--- src/rtl/mmbc_pkg.sv ---
// shared types, constants and table functions for the multi-mode byte crc unit
// no dependencies; used by mmbc_crc_next and the top level
`default_nettype none

package mmbc_pkg;

    localparam logic [15:0] CCITT_POLY = 16'h1021;
    localparam logic [31:0] CRC32_POLY = 32'hEDB8_8320;
    localparam logic [15:0] CRC16_INIT = 16'h0000;
    localparam logic [31:0] CRC32_INIT = 32'hFFFF_FFFF;

    // mode register codes
    localparam logic [1:0] MODE_CCITT_AUG    = 2'd0;
    localparam logic [1:0] MODE_CCITT_DIRECT = 2'd1;
    localparam logic [1:0] MODE_CRC32        = 2'd2;

    // one input transaction held in the input register
    typedef struct packed {
        logic [7:0] data_byte;
        logic       restart;
    } mmbc_item_t;

    // ccitt table term for one byte, msb first
    function automatic logic [15:0] ccitt_term(input logic [7:0] b);
        logic [15:0] t;
        t = {b, 8'h00};
        for (int k = 0; k < 8; k++)
        begin
            if (t[15])
                t = {t[14:0], 1'b0} ^ CCITT_POLY;
            else
                t = {t[14:0], 1'b0};
        end
        return t;
    endfunction

    // reflected crc-32 table term for one byte
    function automatic logic [31:0] crc32_term(input logic [7:0] b);
        logic [31:0] c;
        c = {24'h000000, b};
        for (int k = 0; k < 8; k++)
        begin
            if (c[0])
                c = {1'b0, c[31:1]} ^ CRC32_POLY;
            else
                c = {1'b0, c[31:1]};
        end
        return c;
    endfunction

endpackage

`default_nettype wire

--- src/rtl/multi_mode_byte_crc_unit.sv ---
// Running CRC over a byte stream: augmented CCITT-16, direct CCITT-16 or
// reflected CRC-32, selected by a two-bit mode register.
// Input channel s_*: one byte per transaction in s_tdata, restart flag in
// s_tuser; restart reloads the mode's initial value before the byte.
// Output channel m_*: one transaction per input, m_tdata carries the CRC
// register after that byte (upper 16 bits zero in the 16-bit modes).
// Mode port: crc_mode_wr_en / crc_mode_wr_data, written while idle.
// Path: a byte passes the input register, then the CRC/result register,
// before its result transaction completes. Throughput: one byte per cycle
// while the output is not stalled, limited by the CRC feedback through the
// table logic.
// A new byte is taken while a result waits, as long as the input register
// can move on; when m_tready stays low the result and one more byte are
// held, then s_tready drops.
// Reset clears the valid flags, the mode to 0 and the CRC register to 0.
// depends on mmbc_pkg and mmbc_crc_next
`default_nettype none

module multi_mode_byte_crc_unit (
    input  wire logic        clk,
    input  wire logic        rst_n,
    // mode register write port
    input  wire logic        crc_mode_wr_en,
    input  wire logic [1:0]  crc_mode_wr_data,
    // input stream
    input  wire logic        s_tvalid,
    output logic             s_tready,
    input  wire logic [7:0]  s_tdata,   // [7:0] data_byte
    input  wire logic        s_tuser,   // [0] restart
    // output stream
    output logic             m_tvalid,
    input  wire logic        m_tready,
    output logic [31:0]      m_tdata    // [31:0] crc_value
);

    logic [1:0]           crc_mode_reg;
    mmbc_pkg::mmbc_item_t in_item_reg;
    logic                 in_valid_reg;
    logic [31:0]          crc_reg;
    logic [31:0]          crc_next;
    logic [31:0]          out_data_reg;
    logic                 out_valid_reg;
    logic                 advance;

    // the held item moves into the crc stage when the result slot frees up
    assign advance  = in_valid_reg && (!out_valid_reg || m_tready);
    assign s_tready = !in_valid_reg || advance;

    // mode register
    always_ff @(posedge clk or negedge rst_n)
    begin
        if (!rst_n)
            crc_mode_reg <= mmbc_pkg::MODE_CCITT_AUG;
        else if (crc_mode_wr_en)
            crc_mode_reg <= crc_mode_wr_data;
    end

    // input register valid
    always_ff @(posedge clk or negedge rst_n)
    begin
        if (!rst_n)
            in_valid_reg <= 1'b0;
        else if (s_tready)
            in_valid_reg <= s_tvalid;
    end

    // input register payload
    always_ff @(posedge clk)
    begin
        if (s_tvalid && s_tready)
        begin
            in_item_reg.data_byte <= s_tdata;
            in_item_reg.restart   <= s_tuser;
        end
    end

    mmbc_crc_next u_crc_next (
        .crc_mode (crc_mode_reg),
        .item     (in_item_reg),
        .crc_cur  (crc_reg),
        .crc_new  (crc_next)
    );

    // crc state and result valid
    always_ff @(posedge clk or negedge rst_n)
    begin
        if (!rst_n)
        begin
            crc_reg       <= {16'h0000, mmbc_pkg::CRC16_INIT};
            out_valid_reg <= 1'b0;
        end
        else
        begin
            if (advance)
                crc_reg <= crc_next;
            if (advance)
                out_valid_reg <= 1'b1;
            else if (m_tready)
                out_valid_reg <= 1'b0;
        end
    end

    // result payload
    always_ff @(posedge clk)
    begin
        if (advance)
            out_data_reg <= crc_next;
    end

    assign m_tvalid = out_valid_reg;
    assign m_tdata  = out_data_reg;

endmodule

`default_nettype wire

--- src/rtl/mmbc_crc_next.sv ---
// next crc value for one byte in each of the three modes
// depends on mmbc_pkg
`default_nettype none

module mmbc_crc_next (
    input  wire logic [1:0]        crc_mode,
    input  wire mmbc_pkg::mmbc_item_t item,
    input  wire logic [31:0]       crc_cur,
    output logic [31:0]            crc_new
);

    logic        is_crc32;
    logic [31:0] crc_start;
    logic [15:0] r16;

    // mode three decodes as crc-32, only bit 1 is looked at
    assign is_crc32 = crc_mode[1];

    // restart reloads the initial value before the byte
    always_comb
    begin
        if (item.restart)
            crc_start = is_crc32 ? mmbc_pkg::CRC32_INIT : {16'h0000, mmbc_pkg::CRC16_INIT};
        else
            crc_start = crc_cur;
    end

    assign r16 = crc_start[15:0];

    // byte update per mode
    always_comb
    begin
        if (is_crc32)
            crc_new = mmbc_pkg::crc32_term(crc_start[7:0] ^ item.data_byte)
                      ^ {8'h00, crc_start[31:8]};
        else if (crc_mode == mmbc_pkg::MODE_CCITT_AUG)
            crc_new = {16'h0000,
                       mmbc_pkg::ccitt_term(r16[15:8]) ^ {r16[7:0], item.data_byte}};
        else
            crc_new = {16'h0000,
                       {r16[7:0], 8'h00} ^ mmbc_pkg::ccitt_term(r16[15:8] ^ item.data_byte)};
    end

endmodule

`default_nettype wire

--- config.mk ---
export PLATFORM = sky130hd
export DESIGN_NAME = multi_mode_byte_crc_unit
export DESIGN_NICKNAME = d
export VERILOG_FILES = /design/src/rtl/mmbc_pkg.sv /design/src/rtl/multi_mode_byte_crc_unit.sv /design/src/rtl/mmbc_crc_next.sv
export SDC_FILE = /design/constraint.sdc
export NUM_CORES = 1
export LEC_CHECK = 0
export BUFFER_PORTS_ARGS = -buffer_cell sky130_fd_sc_hd__buf_2
export CORE_UTILIZATION = 40
export DETAILED_ROUTE_END_ITERATION = 6
export SLEW_MARGIN = 15
export SYNTH_ARGS = -nofsm -noshare
export SYNTH_HDL_FRONTEND = slang
export SYNTH_SLANG_ARGS = --single-unit
--- constraint.sdc ---
create_clock -name clk -period 4.54 [get_ports clk]
set_input_delay 0.454 -clock clk [delete_from_list [all_inputs] [get_ports clk]]
set_output_delay 0.454 -clock clk [all_outputs]
set_load 0.02 [all_outputs]
### Word level (Yosys, flattened, before mapping)

Index checks and enable logic that the tools add are counted.

* multiplexer cells: 70
* bitwise logic cells: 29
* reductions and logical operators: 8

Operators by type and width (count)
* $mux W32: 19
* $mux W16: 33
* $mux W13: 16
* $not A13 Y14: 7
* $not A3 Y3: 16
* $xor A16 B16 Y16: 2
* $xor A32 B24 Y32: 1
* $xor A8 B8 Y8: 2
* $not A1 Y14: 1
* $logic_and A1 B1 Y1: 2
* $logic_not A1 Y1: 2
* $logic_not A2 Y1: 1
* $logic_or A1 B1 Y1: 2
* $mux W1: 2
* $reduce_bool A2 Y1: 1

* register bits after elaboration: 77

### Longest topological paths before layout

* word-level depth: 38
* depth in mapped cells: 8

### Modules after synthesis

A second synthesis with hierarchy kept.

* cells, all modules: 397
* area total of the unflattened synthesis: 4649.5 um^2

Modules (own cells, without submodules)
* multi_mode_byte_crc_unit: times used 1, cells an instance 121, area each 2712.6 um^2, seq. area each 2132.0 um^2
* mmbc_crc_next: times used 1, cells an instance 276, area each 1936.9 um^2, seq. area each 0.0 um^2

### Least setup slack after synthesis

Ideal clock, no wire load.

* path type: reg-to-reg
* start: register out_valid_reg (netlist: m_tvalid)
* end: register crc_reg[28]
* arrival: 2.316 ns
* setup slack: 2.097 ns
* stages on the path, launching flop included: 6
* buffers on the path: 1
* period minus slack after synthesis: 2.443 ns
* path through: dfrtp_1 > nand2b_1 > nand2_1 > inv_2 > clkbuf_1 > mux2_2

* word-level cells in the longest chain between the ends: 3

RTL lines
* start, declared: RTL line multi_mode_byte_crc_unit.sv:42 `logic out_valid_reg;`
* start signal, assigned: RTL line multi_mode_byte_crc_unit.sv:90 `out_valid_reg <= 1'b0;`
* start signal, assigned: RTL line multi_mode_byte_crc_unit.sv:97 `out_valid_reg <= 1'b1;`
* start signal, assigned: RTL line multi_mode_byte_crc_unit.sv:99 `out_valid_reg <= 1'b0;`
* $logic_not A1 Y1: RTL line multi_mode_byte_crc_unit.sv:46 `assign advance = in_valid_reg && (!out_valid_reg || m_tready);`
* $logic_or A1 B1 Y1: RTL line multi_mode_byte_crc_unit.sv:46
* $logic_and A1 B1 Y1: RTL line multi_mode_byte_crc_unit.sv:46
* via advance: RTL line multi_mode_byte_crc_unit.sv:43 `logic advance;`
* end signal, assigned: RTL line multi_mode_byte_crc_unit.sv:89 `crc_reg <= {16'h0000, mmbc_pkg::CRC16_INIT};`
* end signal, assigned: RTL line multi_mode_byte_crc_unit.sv:95 `crc_reg <= crc_next;`
* end, declared: RTL line multi_mode_byte_crc_unit.sv:39 `logic [31:0] crc_reg;`

The timed path passes the listed nets, and every way through them passes these cells.
A chain may end at the register's enable or synchronous reset.

### Worst setup path in the final report

* start: register in_item_reg[0] in the netlist's numbering
* end: register crc_reg[20]

* word-level cells in the longest chain between the ends: 25
* elaborated cells on any way between the ends: 26

RTL lines
* start, declared: RTL line multi_mode_byte_crc_unit.sv:37 `mmbc_pkg::mmbc_item_t in_item_reg;`
* $mux W32 (*): RTL line mmbc_crc_next.sv:22 `if (item.restart)`
* $xor A8 B8 Y8: RTL line mmbc_crc_next.sv:34 `crc_new = mmbc_pkg::crc32_term(crc_start[7:0] ^ item.data_byte)`
* $mux W32: RTL line mmbc_pkg.sv:43 `if (c[0])`
* $mux W32: RTL line mmbc_crc_next.sv:33 `if (is_crc32)`
* $not A13 Y14 (no line)
* $mux W32: RTL line mmbc_pkg.sv:43
* $mux W32: RTL line mmbc_crc_next.sv:33
* $mux W32: RTL line mmbc_pkg.sv:43
* [... 9 more ...]
* $not A13 Y14 (no line)
* $mux W32: RTL line mmbc_pkg.sv:43
* $mux W32: RTL line mmbc_crc_next.sv:33
* $not A13 Y14 (no line)
* $mux W32: RTL line mmbc_pkg.sv:43
* $mux W32: RTL line mmbc_crc_next.sv:33
* $xor A32 B24 Y32 (*): RTL line mmbc_crc_next.sv:35 `^ {8'h00, crc_start[31:8]};`
* $mux W32 (*): RTL line mmbc_crc_next.sv:33

Mark *: on every way between the ends. The rest lies on a longest branch, timed or not. The select of a mux whose other input is x is not followed.

==> results.tsv <==
metric	value	unit
vias in the first global route	3009	
clk sinks	77	
CP max FO	29	
worst skew pair latency	0.34	ns
Post-CTS Hold Buffers	0	
crit path DAT	3.32	ns
GRT Residual Overflow	0	
Clock Skew	0.00698	ns
hold slack	0.217	ns
DR vias	2936	
RePlAce Congestion	0.865	
Syn Inst Count	406	
drt pass-1 iters	4	
share of cells above drive strength 1	22.7	%
EDFF count, synth	41	
Design Power	0.00433	W
die area	12100	um2
Reg clk slew, reported paths	0.06	ns
fmax	325	MHz
Core Region	11400	um2
CP Class	flop to flop	
maximum VDD drop	0.307	mV
GRT Util Overall	19.0	%
row cnt	39	
cell area after synthesis	4660	um2
Synth Flop Type	edfxtp_1	
CTS tree	yes	
CP endpoint kind	flop	
Post-CTS Setup Inserts	0	
Die Ht	110	um
port buffer count	49	
Slew Limit Headroom	42.6	%
Period minus WS final	3.08	ns
initial antenna violation count	0	
DRT Wirelength	10.2	mm
Final Setup Violations	0	
Yosys cell types	45	
CTS Buf Count	9	
max-cap violations	0	
pin count of the biggest net entering global routing	42	
CP required	4.78	ns
pwr dens	813	nW/um2
Post-Route Setup TNS	0	ns
CTS HTree Levels	3	
status	finished clean	
first-pass GRT wire length	16.7	mm
post-synthesis sequential area ratio	45.8	%
Starting Density	40.9	%
RSZ-0062 raised after global routing	false	
DRC viols	0	
Die W	110	um
syn_nets	422	
fin nets	456	
part of the cycle the worst path needs	67.8	%
Setup crit start kind	flop	
Max Slew Vio Count	0	
CTS max path bufs	2	
post-route ant nets	0	
Area Overhead vs Synth	14.5	%
# IOs	50	
worst min-delay path class	input port to async pin	
Worst Tran Pin Value	0.860	ns
Resize count post-CTS	0	
synthesized flop and latch total	77	
dpl hpwl	7.31	mm
CTS Root Cell	clkbuf_16	
initial DRC count	118	
share of synthesized registers carrying an async set or reset	46.8	%
via-per-instance ratio	4.99	
YS warnings	0	
WL per Instance	17.4	um
LEAKAGE	2.20	nW
diodes inserted	0	
Final Hold Fails	0	
Mean Syn Cell Area	11.5	um2
metrics by stage:
stage                     instances  setup WS (ns)  cell area (um2)  util, %
after CTS                       588           1.45             5330     46.9
after detailed placement        572           1.46             4980     43.8
after global routing            588           1.22             5330     46.9
final                           588           1.46             5330     46.9
after floorplan                 406           2.10             4660        -
after global placement          572           1.58             4980     43.8
placed cells by master (no fill, tap or decap), drive strengths merged, types with 6 or more instances in the layout:
| cell type | synthesis | routed |
|---|---|---|
| nor2 | 51 | 51 |
| buf | 10 | 53 |
| dfrtp | 36 | 36 |
| xnor3 | 14 | 14 |
| o21ai | 10 | 10 |
| and2 | 13 | 13 |
| o31ai | 6 | 6 |
| clkbuf | 20 | 10 |
| nand2 | 23 | 23 |
| xnor2 | 78 | 78 |
| mux2 | 22 | 22 |
| xor2 | 25 | 25 |
| mux2i | 13 | 13 |
| edfxtp | 41 | 41 |
cells in the mapped netlist, types with 2 or more instances:
library cell  count  area share [%]
edfxtp_1         41              26
o31ai_1           4            0.65
nor2_1           51             4.1
nand2_1          23             1.9
a21boi_0          2            0.32
o21a_1            2            0.32
nand2b_1          4            0.54
mux2i_1          13             2.8
o31ai_2           2            0.54
and2_1           13             1.7
a31o_2            3            0.56
inv_2             2            0.16
xnor2_1          76              14
o21ai_0          10             1.1
clkbuf_1         19             1.5
dfrtp_1          36              19
a21oi_1           5            0.54
a211oi_1          2            0.32
xnor3_1          13             6.3
buf_1             2            0.16
a22oi_1           2            0.32
buf_2             7            0.75
mux2_2           22             5.3
nor2b_1           5            0.67
xor2_1           24             4.5
or3_1             2            0.27
nor3_1            3            0.32
cell type report:
class	count	area, um2
fillers	1049	6040
multi-input cells	296	2380
flip-flops and latches	77	2130
repair buffers	53	275
clock buffers	10	239
well taps	143	179
clock inverters	6	110
inverters	3	11.3
metal layers:
metal	global-route usage, %	wire length (um)	up-vias
met4	6.76	215	0
met3	4.09	467	14
met2	30.6	4810	67
li1	-	-	1429
met1	25.1	4750	1426
met5	0	0	-
worst max-delay path, cell delays in order, from the launching register on:
cell and delay [ns]:
edfxtp_1 0.81, buf_4 0.43, nor2_1 0.15, xnor2_1 0.40
xor2_1 0.45, xnor3_1 0.51, o31ai_2 0.22
logic make-up (layout without fill, tap and decap cells):
kind of cell	after synthesis	in the layout	share of synthesized area, %
xor+xnor	117	117	27.1
simple gates	106	106	10.2
flops	77	77	45.8
compound gates	38	38	5.72
mux	35	35	8.12
buf+inv	33	72	3.04
power breakdown:
part	total [W]	leakage, nW	internal (W)	switching [W]
registers	0.00129	0.844	0.00106	0.000233
clock network	0.000828	0.166	0.000551	0.000277
logic	0.00222	1.19	0.00111	0.00110
total	0.00433	2.20	0.00272	0.00161
path summary, 6_finish.rpt:
path	startpoint	end	slack (ns)	cells after the start
hold / removal	rst_n	in_valid_reg	0.22	1
hold reg to reg	crc_reg[30]	crc_reg[30]	0.48	2
max in group asynchronous	rst_n	crc_mode_reg[0]	3.76	1
setup / recovery	in_item_reg[0]	crc_reg[20]	1.46	6
min in group clk	s_tdata[1]	in_item_reg[2]	0.29	1
setup reg to reg	in_item_reg[0]	crc_reg[20]	1.46	6
Power figures use the tool's default switching activity.
